`src/hw/rtl/nsm_pkg.sv`:
```
`default_nettype none
package nsm_pkg;

    localparam int OP_W     = 2;
    localparam int IDX_W    = 7;
    localparam int STATE_W  = 6;
    localparam int SYM_W    = 8;
    localparam int SCOUNT_W = 7;
    localparam int TCOUNT_W = 8;
    localparam int DATA_W   = 32;
    localparam int ADDR_W   = 4;

    localparam logic [OP_W-1:0] OP_WRITE = 2'd0;
    localparam logic [OP_W-1:0] OP_BEGIN = 2'd1;
    localparam logic [OP_W-1:0] OP_CHAR  = 2'd2;
    localparam logic [OP_W-1:0] OP_NOP   = 2'd3;

    localparam logic [1:0] REG_START  = 2'd0;
    localparam logic [1:0] REG_ACCEPT = 2'd1;
    localparam logic [1:0] REG_SCOUNT = 2'd2;
    localparam logic [1:0] REG_TCOUNT = 2'd3;

    typedef struct packed {
        logic [STATE_W-1:0] from_state;
        logic [STATE_W-1:0] to_state;
        logic [SYM_W-1:0]   symbol;
        logic               is_epsilon;
    } t_edge;

    typedef struct packed {
        logic [STATE_W-1:0]  start_state;
        logic [STATE_W-1:0]  accept_state;
        logic [SCOUNT_W-1:0] num_states;
        logic [TCOUNT_W-1:0] num_edges;
    } t_cfg;

    typedef struct packed {
        logic valid;
        logic matched;
        logic alive;
    } t_res;

endpackage
`default_nettype wire

```
`src/hw/rtl/nsm_in_if.sv`:
```
`default_nettype none
interface nsm_in_if;
    import nsm_pkg::*;

    logic               valid;
    logic               ready;
    logic [OP_W-1:0]    opcode;
    logic [IDX_W-1:0]   entry_index;
    logic [STATE_W-1:0] from_state;
    logic [STATE_W-1:0] to_state;
    logic [SYM_W-1:0]   entry_symbol;
    logic               entry_is_epsilon;
    logic [SYM_W-1:0]   character;

    modport source (
        output valid, opcode, entry_index, from_state, to_state, entry_symbol,
               entry_is_epsilon, character,
        input  ready
    );
    modport sink (
        input  valid, opcode, entry_index, from_state, to_state, entry_symbol,
               entry_is_epsilon, character,
        output ready
    );
endinterface
`default_nettype wire

```
`src/hw/rtl/nsm_out_if.sv`:
```
`default_nettype none
interface nsm_out_if;
    logic valid;
    logic ready;
    logic matched;
    logic alive;

    modport source (output valid, matched, alive, input ready);
    modport sink (input valid, matched, alive, output ready);
endinterface
`default_nettype wire

```
`src/hw/rtl/nsm_table.sv`:
```
`default_nettype none
module nsm_table #(
    parameter int DEPTH = 128,
    parameter int AW    = 7
) (
    input  wire logic          i_clk,
    input  wire logic          i_wr_en,
    input  wire logic [AW-1:0] i_wr_addr,
    input  nsm_pkg::t_edge     i_wr_data,
    input  wire logic          i_rd_en,
    input  wire logic [AW-1:0] i_rd_addr,
    output nsm_pkg::t_edge     o_rd_data
);
    import nsm_pkg::*;

    t_edge r_mem [0:DEPTH-1];
    t_edge r_rd_data;

    always_ff @(posedge i_clk) begin
        if (i_wr_en) begin
            r_mem[i_wr_addr] <= i_wr_data;
        end
    end

    always_ff @(posedge i_clk) begin
        if (i_rd_en) begin
            r_rd_data <= r_mem[i_rd_addr];
        end
    end

    assign o_rd_data = r_rd_data;

endmodule
`default_nettype wire

```
`src/hw/rtl/nsm_engine.sv`:
```
`default_nettype none
module nsm_engine #(
    parameter int MAX_STATES      = 64,
    parameter int MAX_TRANSITIONS = 128,
    parameter int AW              = 7
) (
    input  wire logic                        i_clk,
    input  wire logic                        i_rst_n,
    input  wire logic                        i_start,
    input  wire logic [nsm_pkg::OP_W-1:0]    i_opcode,
    input  wire logic [nsm_pkg::SYM_W-1:0]   i_character,
    input  nsm_pkg::t_cfg                    i_cfg,
    output logic                             o_idle,
    output logic                             o_rd_en,
    output logic [AW-1:0]                    o_rd_addr,
    input  nsm_pkg::t_edge                   i_rd_data,
    output nsm_pkg::t_res                    o_res,
    input  wire logic                        i_res_take
);
    import nsm_pkg::*;

    localparam int SIDX_W = $clog2(MAX_STATES);
    localparam int NSW    = $clog2(MAX_STATES + 1);
    localparam int NCW    = (NSW > SCOUNT_W) ? NSW : SCOUNT_W;
    localparam int CNT_W  = $clog2(MAX_TRANSITIONS + 1);
    localparam int ECW    = (CNT_W > TCOUNT_W) ? CNT_W : TCOUNT_W;

    localparam logic [1:0] ST_IDLE  = 2'd0;
    localparam logic [1:0] ST_MOVE  = 2'd1;
    localparam logic [1:0] ST_CLOSE = 2'd2;
    localparam logic [1:0] ST_DONE  = 2'd3;

    logic [1:0]            r_state, n_state;
    logic [CNT_W-1:0]      r_addr, n_addr;
    logic                  r_rd_vld;
    logic                  r_changed, n_changed;
    logic [SYM_W-1:0]      r_chr, n_chr;
    logic [MAX_STATES-1:0] r_cur, n_cur;
    logic [MAX_STATES-1:0] r_set, n_set;

    logic [NCW-1:0]        w_ns;
    logic [ECW-1:0]        w_ne;
    logic                  w_scan, w_issue, w_pass_end;
    logic                  w_from_ok, w_to_ok;
    logic [SIDX_W-1:0]     w_fi, w_ti;
    logic                  w_move_hit, w_close_hit;
    logic [MAX_STATES-1:0] w_mask;

    // counts saturate at the capacity
    assign w_ns = (NCW'(i_cfg.num_states) > NCW'(MAX_STATES)) ?
                  NCW'(MAX_STATES) : NCW'(i_cfg.num_states);
    assign w_ne = (ECW'(i_cfg.num_edges) > ECW'(MAX_TRANSITIONS)) ?
                  ECW'(MAX_TRANSITIONS) : ECW'(i_cfg.num_edges);

    assign w_scan     = (r_state == ST_MOVE) || (r_state == ST_CLOSE);
    assign w_issue    = w_scan && (ECW'(r_addr) < w_ne);
    // pass is over once every entry was read and the last one processed
    assign w_pass_end = w_scan && !w_issue && !r_rd_vld;

    assign o_rd_en   = w_issue;
    assign o_rd_addr = r_addr[AW-1:0];

    assign w_from_ok = NCW'(i_rd_data.from_state) < w_ns;
    assign w_to_ok   = NCW'(i_rd_data.to_state) < w_ns;
    assign w_fi      = SIDX_W'(i_rd_data.from_state);
    assign w_ti      = SIDX_W'(i_rd_data.to_state);

    assign w_move_hit = r_rd_vld && (r_state == ST_MOVE) && !i_rd_data.is_epsilon &&
                        (i_rd_data.symbol == r_chr) && w_from_ok && w_to_ok && r_cur[w_fi];
    assign w_close_hit = r_rd_vld && (r_state == ST_CLOSE) && i_rd_data.is_epsilon &&
                         w_from_ok && w_to_ok && r_set[w_fi] && !r_set[w_ti];

    always_comb begin
        n_state   = r_state;
        n_addr    = r_addr;
        n_changed = r_changed;
        n_chr     = r_chr;
        n_cur     = r_cur;
        n_set     = r_set;
        if (w_issue) begin
            n_addr = r_addr + CNT_W'(1);
        end
        if (w_move_hit || w_close_hit) begin
            n_set[w_ti] = 1'b1;
        end
        if (w_close_hit) begin
            n_changed = 1'b1;
        end
        unique case (r_state)
            ST_IDLE: begin
                if (i_start) begin
                    n_chr     = i_character;
                    n_addr    = '0;
                    n_changed = 1'b0;
                    unique case (i_opcode)
                        OP_BEGIN: begin
                            n_set = '0;
                            if (NCW'(i_cfg.start_state) < w_ns) begin
                                n_set[SIDX_W'(i_cfg.start_state)] = 1'b1;
                            end
                            n_state = ST_CLOSE;
                        end
                        OP_CHAR: begin
                            n_set   = '0;
                            n_state = ST_MOVE;
                        end
                        default: begin
                            n_state = ST_DONE;
                        end
                    endcase
                end
            end
            ST_MOVE: begin
                if (w_pass_end) begin
                    n_state   = ST_CLOSE;
                    n_addr    = '0;
                    n_changed = 1'b0;
                end
            end
            ST_CLOSE: begin
                if (w_pass_end) begin
                    if (r_changed) begin
                        n_addr    = '0;
                        n_changed = 1'b0;
                    end else begin
                        n_cur   = r_set;
                        n_state = ST_DONE;
                    end
                end
            end
            ST_DONE: begin
                if (i_res_take) begin
                    n_state = ST_IDLE;
                end
            end
        endcase
    end

    always_ff @(posedge i_clk) begin
        if (!i_rst_n) begin
            r_state   <= ST_IDLE;
            r_addr    <= '0;
            r_rd_vld  <= 1'b0;
            r_changed <= 1'b0;
            r_cur     <= '0;
        end else begin
            r_state   <= n_state;
            r_addr    <= n_addr;
            r_rd_vld  <= w_issue;
            r_changed <= n_changed;
            r_cur     <= n_cur;
        end
    end

    always_ff @(posedge i_clk) begin
        r_chr <= n_chr;
        r_set <= n_set;
    end

    // states at or beyond the live count read as inactive
    always_comb begin
        for (int s = 0; s < MAX_STATES; s++) begin
            w_mask[s] = NCW'(s) < w_ns;
        end
    end

    assign o_idle        = (r_state == ST_IDLE);
    assign o_res.valid   = (r_state == ST_DONE);
    assign o_res.alive   = |(r_cur & w_mask);
    assign o_res.matched = (NCW'(i_cfg.accept_state) < w_ns) &&
                           r_cur[SIDX_W'(i_cfg.accept_state)];

endmodule
`default_nettype wire

```
`src/hw/rtl/nfa_string_matcher.sv`:
```
// nfa_string_matcher: runs a nondeterministic automaton with empty moves over a byte stream
//
// i_in carries one item per transfer: opcode 0 writes a transition table entry,
// opcode 1 starts a string at the closure of start_state, opcode 2 consumes one byte.
// o_out returns one transfer per item: matched (accept state active) and alive.
// configuration goes through the apb port (start, accept, state count, transition
// count at byte addresses 0, 4, 8, 12) and is to be written by the user only while
// no item is in flight; the block itself does not enforce this.
// one item is taken at a time. a write or unused opcode goes from idle straight to the
// done state and then to the output register. begin and character items scan the
// table memory in passes over its first N entries, N the live transition count: a
// begin item runs P changing closure passes and a last unchanged one, a character
// item one move pass more before them, for P bounded by the state count. the table
// has a single read port and a registered read, so each pass reads its entries in turn.
//
// reset clears the control and configuration registers and the active set; table
// entries are undefined until written. the result sits in an output register, so a
// stalled receiver holds the result while the next item is accepted and worked on;
// that item then waits to hand over its own result.
`default_nettype none
module nfa_string_matcher #(
    parameter int MAX_STATES      = 64,
    parameter int MAX_TRANSITIONS = 128
) (
    input  wire logic                        i_clk,
    input  wire logic                        i_rst_n,
    nsm_in_if.sink                           i_in,
    nsm_out_if.source                        o_out,
    input  wire logic                        psel,
    input  wire logic                        penable,
    input  wire logic                        pwrite,
    input  wire logic [nsm_pkg::ADDR_W-1:0]  paddr,
    input  wire logic [nsm_pkg::DATA_W-1:0]  pwdata,
    output logic      [nsm_pkg::DATA_W-1:0]  prdata,
    output logic                             pready
);
    import nsm_pkg::*;

    localparam int AW    = (MAX_TRANSITIONS > 1) ? $clog2(MAX_TRANSITIONS) : 1;
    localparam int CNT_W = $clog2(MAX_TRANSITIONS + 1);
    localparam int ECW   = (CNT_W > IDX_W + 1) ? CNT_W : IDX_W + 1;

    t_cfg  r_cfg;
    t_edge w_wr_data;
    t_edge w_rd_data;
    t_res  w_res;

    logic          w_cfg_wr;
    logic          w_start;
    logic          w_tbl_wr;
    logic          w_idle;
    logic          w_rd_en;
    logic [AW-1:0] w_rd_addr;
    logic          w_take;
    logic          r_out_vld;
    logic          r_matched;
    logic          r_alive;

    // configuration registers
    assign pready   = 1'b1;
    assign w_cfg_wr = psel && penable && pwrite && pready;

    always_ff @(posedge i_clk) begin
        if (!i_rst_n) begin
            r_cfg <= '0;
        end else if (w_cfg_wr) begin
            unique case (paddr[3:2])
                REG_START:  r_cfg.start_state  <= pwdata[STATE_W-1:0];
                REG_ACCEPT: r_cfg.accept_state <= pwdata[STATE_W-1:0];
                REG_SCOUNT: r_cfg.num_states   <= pwdata[SCOUNT_W-1:0];
                REG_TCOUNT: r_cfg.num_edges    <= pwdata[TCOUNT_W-1:0];
            endcase
        end
    end

    always_comb begin
        unique case (paddr[3:2])
            REG_START:  prdata = DATA_W'(r_cfg.start_state);
            REG_ACCEPT: prdata = DATA_W'(r_cfg.accept_state);
            REG_SCOUNT: prdata = DATA_W'(r_cfg.num_states);
            REG_TCOUNT: prdata = DATA_W'(r_cfg.num_edges);
        endcase
    end

    // input side
    assign i_in.ready = w_idle;
    assign w_start    = i_in.valid && w_idle;
    assign w_tbl_wr   = w_start && (i_in.opcode == OP_WRITE) &&
                        (ECW'(i_in.entry_index) < ECW'(MAX_TRANSITIONS));

    assign w_wr_data.from_state = i_in.from_state;
    assign w_wr_data.to_state   = i_in.to_state;
    assign w_wr_data.symbol     = i_in.entry_symbol;
    assign w_wr_data.is_epsilon = i_in.entry_is_epsilon;

    nsm_table #(
        .DEPTH (MAX_TRANSITIONS),
        .AW    (AW)
    ) u_table (
        .i_clk     (i_clk),
        .i_wr_en   (w_tbl_wr),
        .i_wr_addr (AW'(i_in.entry_index)),
        .i_wr_data (w_wr_data),
        .i_rd_en   (w_rd_en),
        .i_rd_addr (w_rd_addr),
        .o_rd_data (w_rd_data)
    );

    nsm_engine #(
        .MAX_STATES      (MAX_STATES),
        .MAX_TRANSITIONS (MAX_TRANSITIONS),
        .AW              (AW)
    ) u_engine (
        .i_clk       (i_clk),
        .i_rst_n     (i_rst_n),
        .i_start     (w_start),
        .i_opcode    (i_in.opcode),
        .i_character (i_in.character),
        .i_cfg       (r_cfg),
        .o_idle      (w_idle),
        .o_rd_en     (w_rd_en),
        .o_rd_addr   (w_rd_addr),
        .i_rd_data   (w_rd_data),
        .o_res       (w_res),
        .i_res_take  (w_take)
    );

    // output register
    assign w_take = w_res.valid && (!r_out_vld || o_out.ready);

    always_ff @(posedge i_clk) begin
        if (!i_rst_n) begin
            r_out_vld <= 1'b0;
        end else if (w_take) begin
            r_out_vld <= 1'b1;
        end else if (o_out.ready) begin
            r_out_vld <= 1'b0;
        end
    end

    always_ff @(posedge i_clk) begin
        if (w_take) begin
            r_matched <= w_res.matched;
            r_alive   <= w_res.alive;
        end
    end

    assign o_out.valid   = r_out_vld;
    assign o_out.matched = r_matched;
    assign o_out.alive   = r_alive;

endmodule
`default_nettype wire

```
`src/flat_wrapper.sv`:
```
// flat-port wrapper written by rule: the top's interface ports become plain ports
module nfa_string_matcher_flat import nsm_pkg::*;
#(
    parameter int MAX_STATES      = 64,
    parameter int MAX_TRANSITIONS = 128
)
  (i_clk, i_rst_n, psel, penable, pwrite, paddr, pwdata, prdata, pready, i_in_valid, i_in_opcode, i_in_entry_index, i_in_from_state, i_in_to_state, i_in_entry_symbol, i_in_entry_is_epsilon, i_in_character, i_in_ready, o_out_valid, o_out_matched, o_out_alive, o_out_ready);
  nsm_in_if i_in_i ();
  nsm_out_if o_out_i ();
  input  wire logic i_clk;
  input  wire logic i_rst_n;
  input  wire logic psel;
  input  wire logic penable;
  input  wire logic pwrite;
  input  wire logic [nsm_pkg::ADDR_W-1:0] paddr;
  input  wire logic [nsm_pkg::DATA_W-1:0] pwdata;
  output logic      [nsm_pkg::DATA_W-1:0] prdata;
  output logic pready;
  input wire logic [$bits(i_in_i.valid)-1:0] i_in_valid;
  input wire logic [$bits(i_in_i.opcode)-1:0] i_in_opcode;
  input wire logic [$bits(i_in_i.entry_index)-1:0] i_in_entry_index;
  input wire logic [$bits(i_in_i.from_state)-1:0] i_in_from_state;
  input wire logic [$bits(i_in_i.to_state)-1:0] i_in_to_state;
  input wire logic [$bits(i_in_i.entry_symbol)-1:0] i_in_entry_symbol;
  input wire logic [$bits(i_in_i.entry_is_epsilon)-1:0] i_in_entry_is_epsilon;
  input wire logic [$bits(i_in_i.character)-1:0] i_in_character;
  output wire logic [$bits(i_in_i.ready)-1:0] i_in_ready;
  output wire logic [$bits(o_out_i.valid)-1:0] o_out_valid;
  output wire logic [$bits(o_out_i.matched)-1:0] o_out_matched;
  output wire logic [$bits(o_out_i.alive)-1:0] o_out_alive;
  input wire logic [$bits(o_out_i.ready)-1:0] o_out_ready;
  assign i_in_i.valid = i_in_valid;
  assign i_in_i.opcode = i_in_opcode;
  assign i_in_i.entry_index = i_in_entry_index;
  assign i_in_i.from_state = i_in_from_state;
  assign i_in_i.to_state = i_in_to_state;
  assign i_in_i.entry_symbol = i_in_entry_symbol;
  assign i_in_i.entry_is_epsilon = i_in_entry_is_epsilon;
  assign i_in_i.character = i_in_character;
  assign i_in_ready = i_in_i.ready;
  assign o_out_valid = o_out_i.valid;
  assign o_out_matched = o_out_i.matched;
  assign o_out_alive = o_out_i.alive;
  assign o_out_i.ready = o_out_ready;
  nfa_string_matcher #(.MAX_STATES(MAX_STATES), .MAX_TRANSITIONS(MAX_TRANSITIONS)) u_core (.i_clk(i_clk), .i_rst_n(i_rst_n), .i_in(i_in_i), .o_out(o_out_i), .psel(psel), .penable(penable), .pwrite(pwrite), .paddr(paddr), .pwdata(pwdata), .prdata(prdata), .pready(pready));
endmodule
```
`config.mk`:
```
export PLATFORM = sky130hd
export DESIGN_NAME = nfa_string_matcher_flat
export DESIGN_NICKNAME = d
export VERILOG_FILES = /design/src/hw/rtl/nsm_pkg.sv /design/src/hw/rtl/nsm_in_if.sv /design/src/hw/rtl/nsm_out_if.sv /design/src/hw/rtl/nsm_table.sv /design/src/hw/rtl/nsm_engine.sv /design/src/hw/rtl/nfa_string_matcher.sv /design/src/flat_wrapper.sv
export SDC_FILE = /design/constraint.sdc
export NUM_CORES = 2
export LEC_CHECK = 0
export ABC_AREA = 0
export BUFFER_PORTS_ARGS = -buffer_cell sky130_fd_sc_hd__buf_2
export CORE_MARGIN = 4
export CORE_UTILIZATION = 35
export DETAILED_ROUTE_END_ITERATION = 10
export GPL_ROUTABILITY_DRIVEN = 0
export PLACE_DENSITY = 0.51
export SETUP_SLACK_MARGIN = 0.1
export SKIP_LAST_GASP = 1
export SYNTH_ARGS = -nofsm -noshare
export SYNTH_HDL_FRONTEND = slang
export SYNTH_SLANG_ARGS = --single-unit
export TNS_END_PERCENT = 1
```
`constraint.sdc`:
```
create_clock -name i_clk -period 7.9 [get_ports i_clk]
set_clock_uncertainty 0.15 [all_clocks]
set_input_delay 2.37 -clock i_clk [delete_from_list [all_inputs] [get_ports i_clk]]
set_output_delay 2.37 -clock i_clk [all_outputs]
set_load 0.02 [all_outputs]
```
==> impl_metrics.py <==
metrics = {
    "run_status": {
        "outcome": "finished, violations left",
        "violations": "capacitance limit",
    },
    "setup_path": {
        "start_kind": "input pin",
        "rrSetupSlack_ns": 2.62,
        "critical_path_class": "input pin to primary output",
        "critPathMaxFanout": 11,
        "r2r_cells": 8,
        "r2r_start": "u_core.u_engine.r_addr[0]$_SDFF_PN0_",
        "endpoint_kind": "primary output",
        "crit_required_ns": 5.38,
        "arrival_ns": 3.38,
        "r2r-end": "u_core.u_table.o_rd_data[11]$_DFFE_PN_",
    },
    "route": {
        "wl_per_cell_um": 30.6,
        "drtIter0Drc": 6084,
        "routed_wl_um": 328000,
        "drtPass1Iterations": 6,
        "drc_errors": 0,
        "vias": 59300,
        "ant_nets": 0,
        "avgViaCountPerCell": 5.54,
    },
    "synth": {
        "synth_area_sq_um": 115000,
        "synth_cell_types": 82,
        "yosys-top-cells-area": "edfxtp_1 71%, mux4_2 13%, mux2i_1 3.8%",
        "yosysTopAreaCellShare_pct": 70.8,
        "syn_inst": 5838,
        "synth_warnings": 0,
        "synth-seq-cells": 2887,
        "synth_top_cell_by_area": "edfxtp_1",
        "async_flop_share_pct": 0,
        "ys_seq_area_share_pct": 73.7,
        "synth_edf_count": 2719,
        "ys.flop_type": "edfxtp_1",
        "syn_avg_cell_area_sq_um": 19.8,
    },
    "hold_path": {
        "hp-class": "flop to flop",
        "whs_endpoint": "u_core.u_engine.r_changed$_SDFF_PN0_",
        "holdPathStages": 2,
        "hold_start": "u_core.u_engine.r_changed$_SDFF_PN0_",
    },
    "die": {
        "ios": 118,
        "rows": 210,
        "core_area_sq_um": 328000,
        "die_y_um": 582,
        "start_util_pct": 35.2,
        "die_w_um": 582,
        "dieArea_sq_um": 339000,
    },
    "sta": {
        "hold_viol_final": 0,
        "fin_crit_sh_pct": 74.7,
        "setup_viol": 0,
        "max_freq_ghz": 0.169,
        "tightest_slew_ns": 1.42,
        "min_period_ns": 5.90,
        "maxSlewHeadroom_pct": 3.00,
        "tns_ns": 0,
        "rsz0062_at_grt": "false",
        "finalMaxSlewViolations": 0,
    },
    "cts": {
        "cts_tree": "yes",
        "post_cts_buffers": 0,
        "path_clk_slew_ns": 0.06,
        "clockBufferDepth": 4,
        "numCtsBuffers": 312,
        "insertion_delay_ns": 0.92,
        "post_cts_resized": 0,
        "h-tree-depth": 5,
        "cts_hold_repair.buffers": 0,
        "root_buffer": "clkbuf_16",
        "cts_sinks": 2887,
    },
    "power": {
        "peakVddDrop_mv": 0.174,
        "finalPower_uw": 32900,
        "p_leak_uw": 0.0400,
        "power_density_nw_per_um2": 249,
    },
    "job": {
        "max_cap_violations": 1,
    },
    "cells_and_area": {
        "drive_gt1_share_pct": 24.8,
        "fillCellCount": 29000,
        "layout.nets": 6232,
        "layout_common_cells": "2719 x edfxtp_1, 656 x mux4_2, 443 x mux2i_1",
        "layout_commonest_cell": "edfxtp_1",
        "area_growth_pct": 14.2,
    },
    "global_routing": {
        "track_usage_pct": 19.0,
        "grt_pass1_vias": 59400,
        "grt_overflow": 0,
        "antenna_found_initial": 32,
        "grt_pass1_wl_um": 463000,
        "grt_max_degree": 102,
    },
    "placement": {
        "port_buffers": 66,
        "dp_hpwl_um": 199000,
    },
}
state kept, by name, summed over array words and instances (netlist names), 2 cells and up:
register / flops
u_core.u_engine.r_cur: 64
u_core.u_engine.r_set: 64
u_core.u_table.o_rd_data: 21
u_core.r_cfg: 27
u_core.u_engine.r_state: 2
u_core.u_engine.r_addr: 8
u_core.u_engine.r_chr: 8
u_core.u_table.r_mem: 2688
power by group:
group | internal [uW] | switching, uW | total [uW]
logic | 556 | 964 | 1520
clock network | 8430 | 6030 | 14500
registers | 16800 | 78.1 | 16900
total | 25800 | 7080 | 32900
layer usage:
layer	global-route usage, %	vias to the layer above	routed length (um)
li1	-	24900	-
met1	27.2	32000	143000
met2	30.5	2025	157000
met3	2.65	480	19700
met4	4.94	2	8590
met5	0	-	16
cell usage after synthesis (5+ instances only):
library cell	count
nand4_1	14
a2111oi_0	9
o311ai_0	14
buf_1	23
a41oi_1	8
xnor2_1	10
a21o_1	12
o21a_1	9
nand3_1	30
a21oi_1	141
mux4_2	656
a221o_1	16
buf_4	70
ha_1	36
o211ai_1	6
a211oi_1	31
a311o_1	6
nand2b_1	14
mux2_2	10
xor2_1	5
nor3_1	26
nand3b_1	6
dfxtp_1	168
or2_2	6
o22ai_1	69
a221oi_1	8
inv_1	23
o32ai_1	6
and2_1	23
buf_6	37
nand2_1	173
a22oi_1	18
edfxtp_1	2719
mux2i_1	443
a31oi_1	20
nor2b_1	114
nor2_1	241
o31ai_1	32
o221ai_1	186
and3_1	11
buf_2	69
o21ai_0	71
clkbuf_1	179
metrics by stage:
| step | setup slack [ns] | util (%) | hold WS (ns) | instance area [sq um] | std cells |
|---|---|---|---|---|---|
| 3_5_place_dp | 1.50 | 37.2 | 0.321 | 122000 | 10100 |
| 5_1_grt | 1.93 | 40.2 | 0.382 | 132000 | 10700 |
| 3_3_place_gp | 1.46 | 37.2 | 0.319 | 122000 | 10100 |
| 4_1_cts | 1.98 | 40.2 | 0.331 | 132000 | 10700 |
| 2_1_floorplan | 1.95 | - | 0.289 | 115000 | 5861 |
| 6_report | 2.00 | 40.2 | 0.328 | 132000 | 10700 |
critical path, cell delays in order:
cell and delay [ns]:
buf_2 0.27, mux4_2 0.56, buf_2 0.18
cell type report:
type	instances	area [sq um]	share of cell area (%)
Timing Repair Buffer	321	2470	1.88
Clock inverter	154	1740	1.32
Tap cell	4346	5440	4.13
Antenna cell	13	32.5	0.0247
Sequential cell	2887	85000	64.5
Clock buffer	406	8300	6.29
Inverter	26	113	0.0854
Multi-Input combinational cell	2567	28700	21.8
kinds of logic after synthesis:
family	after synthesis	share of synthesized area [%]
buffers and inverters	407	1.90
xor gates and xnor gates	15	0.114
adders and majority gates	36	0.390
and+or+nand+nor	692	2.90
other	2	0.00651
AOI/OAI and AO/OA	690	4.28
muxes	1109	16.7
DFF	2887	73.7
worst max path at each step:
stage	start	endpoint	slack, ns
2_1_floorplan	paddr[2]	prdata[0]	1.95
3_5_place_dp	i_in_opcode[1]	u_core.u_table.r_mem[69][12]$_DFFE_PP_	1.50
3_3_place_gp	i_in_opcode[1]	u_core.u_table.r_mem[69][12]$_DFFE_PP_	1.46
6_report	paddr[2]	prdata[1]	2.00
4_1_cts	paddr[2]	prdata[1]	1.98
5_1_grt	paddr[2]	prdata[1]	1.93
(Power assumes the default switching activity.)
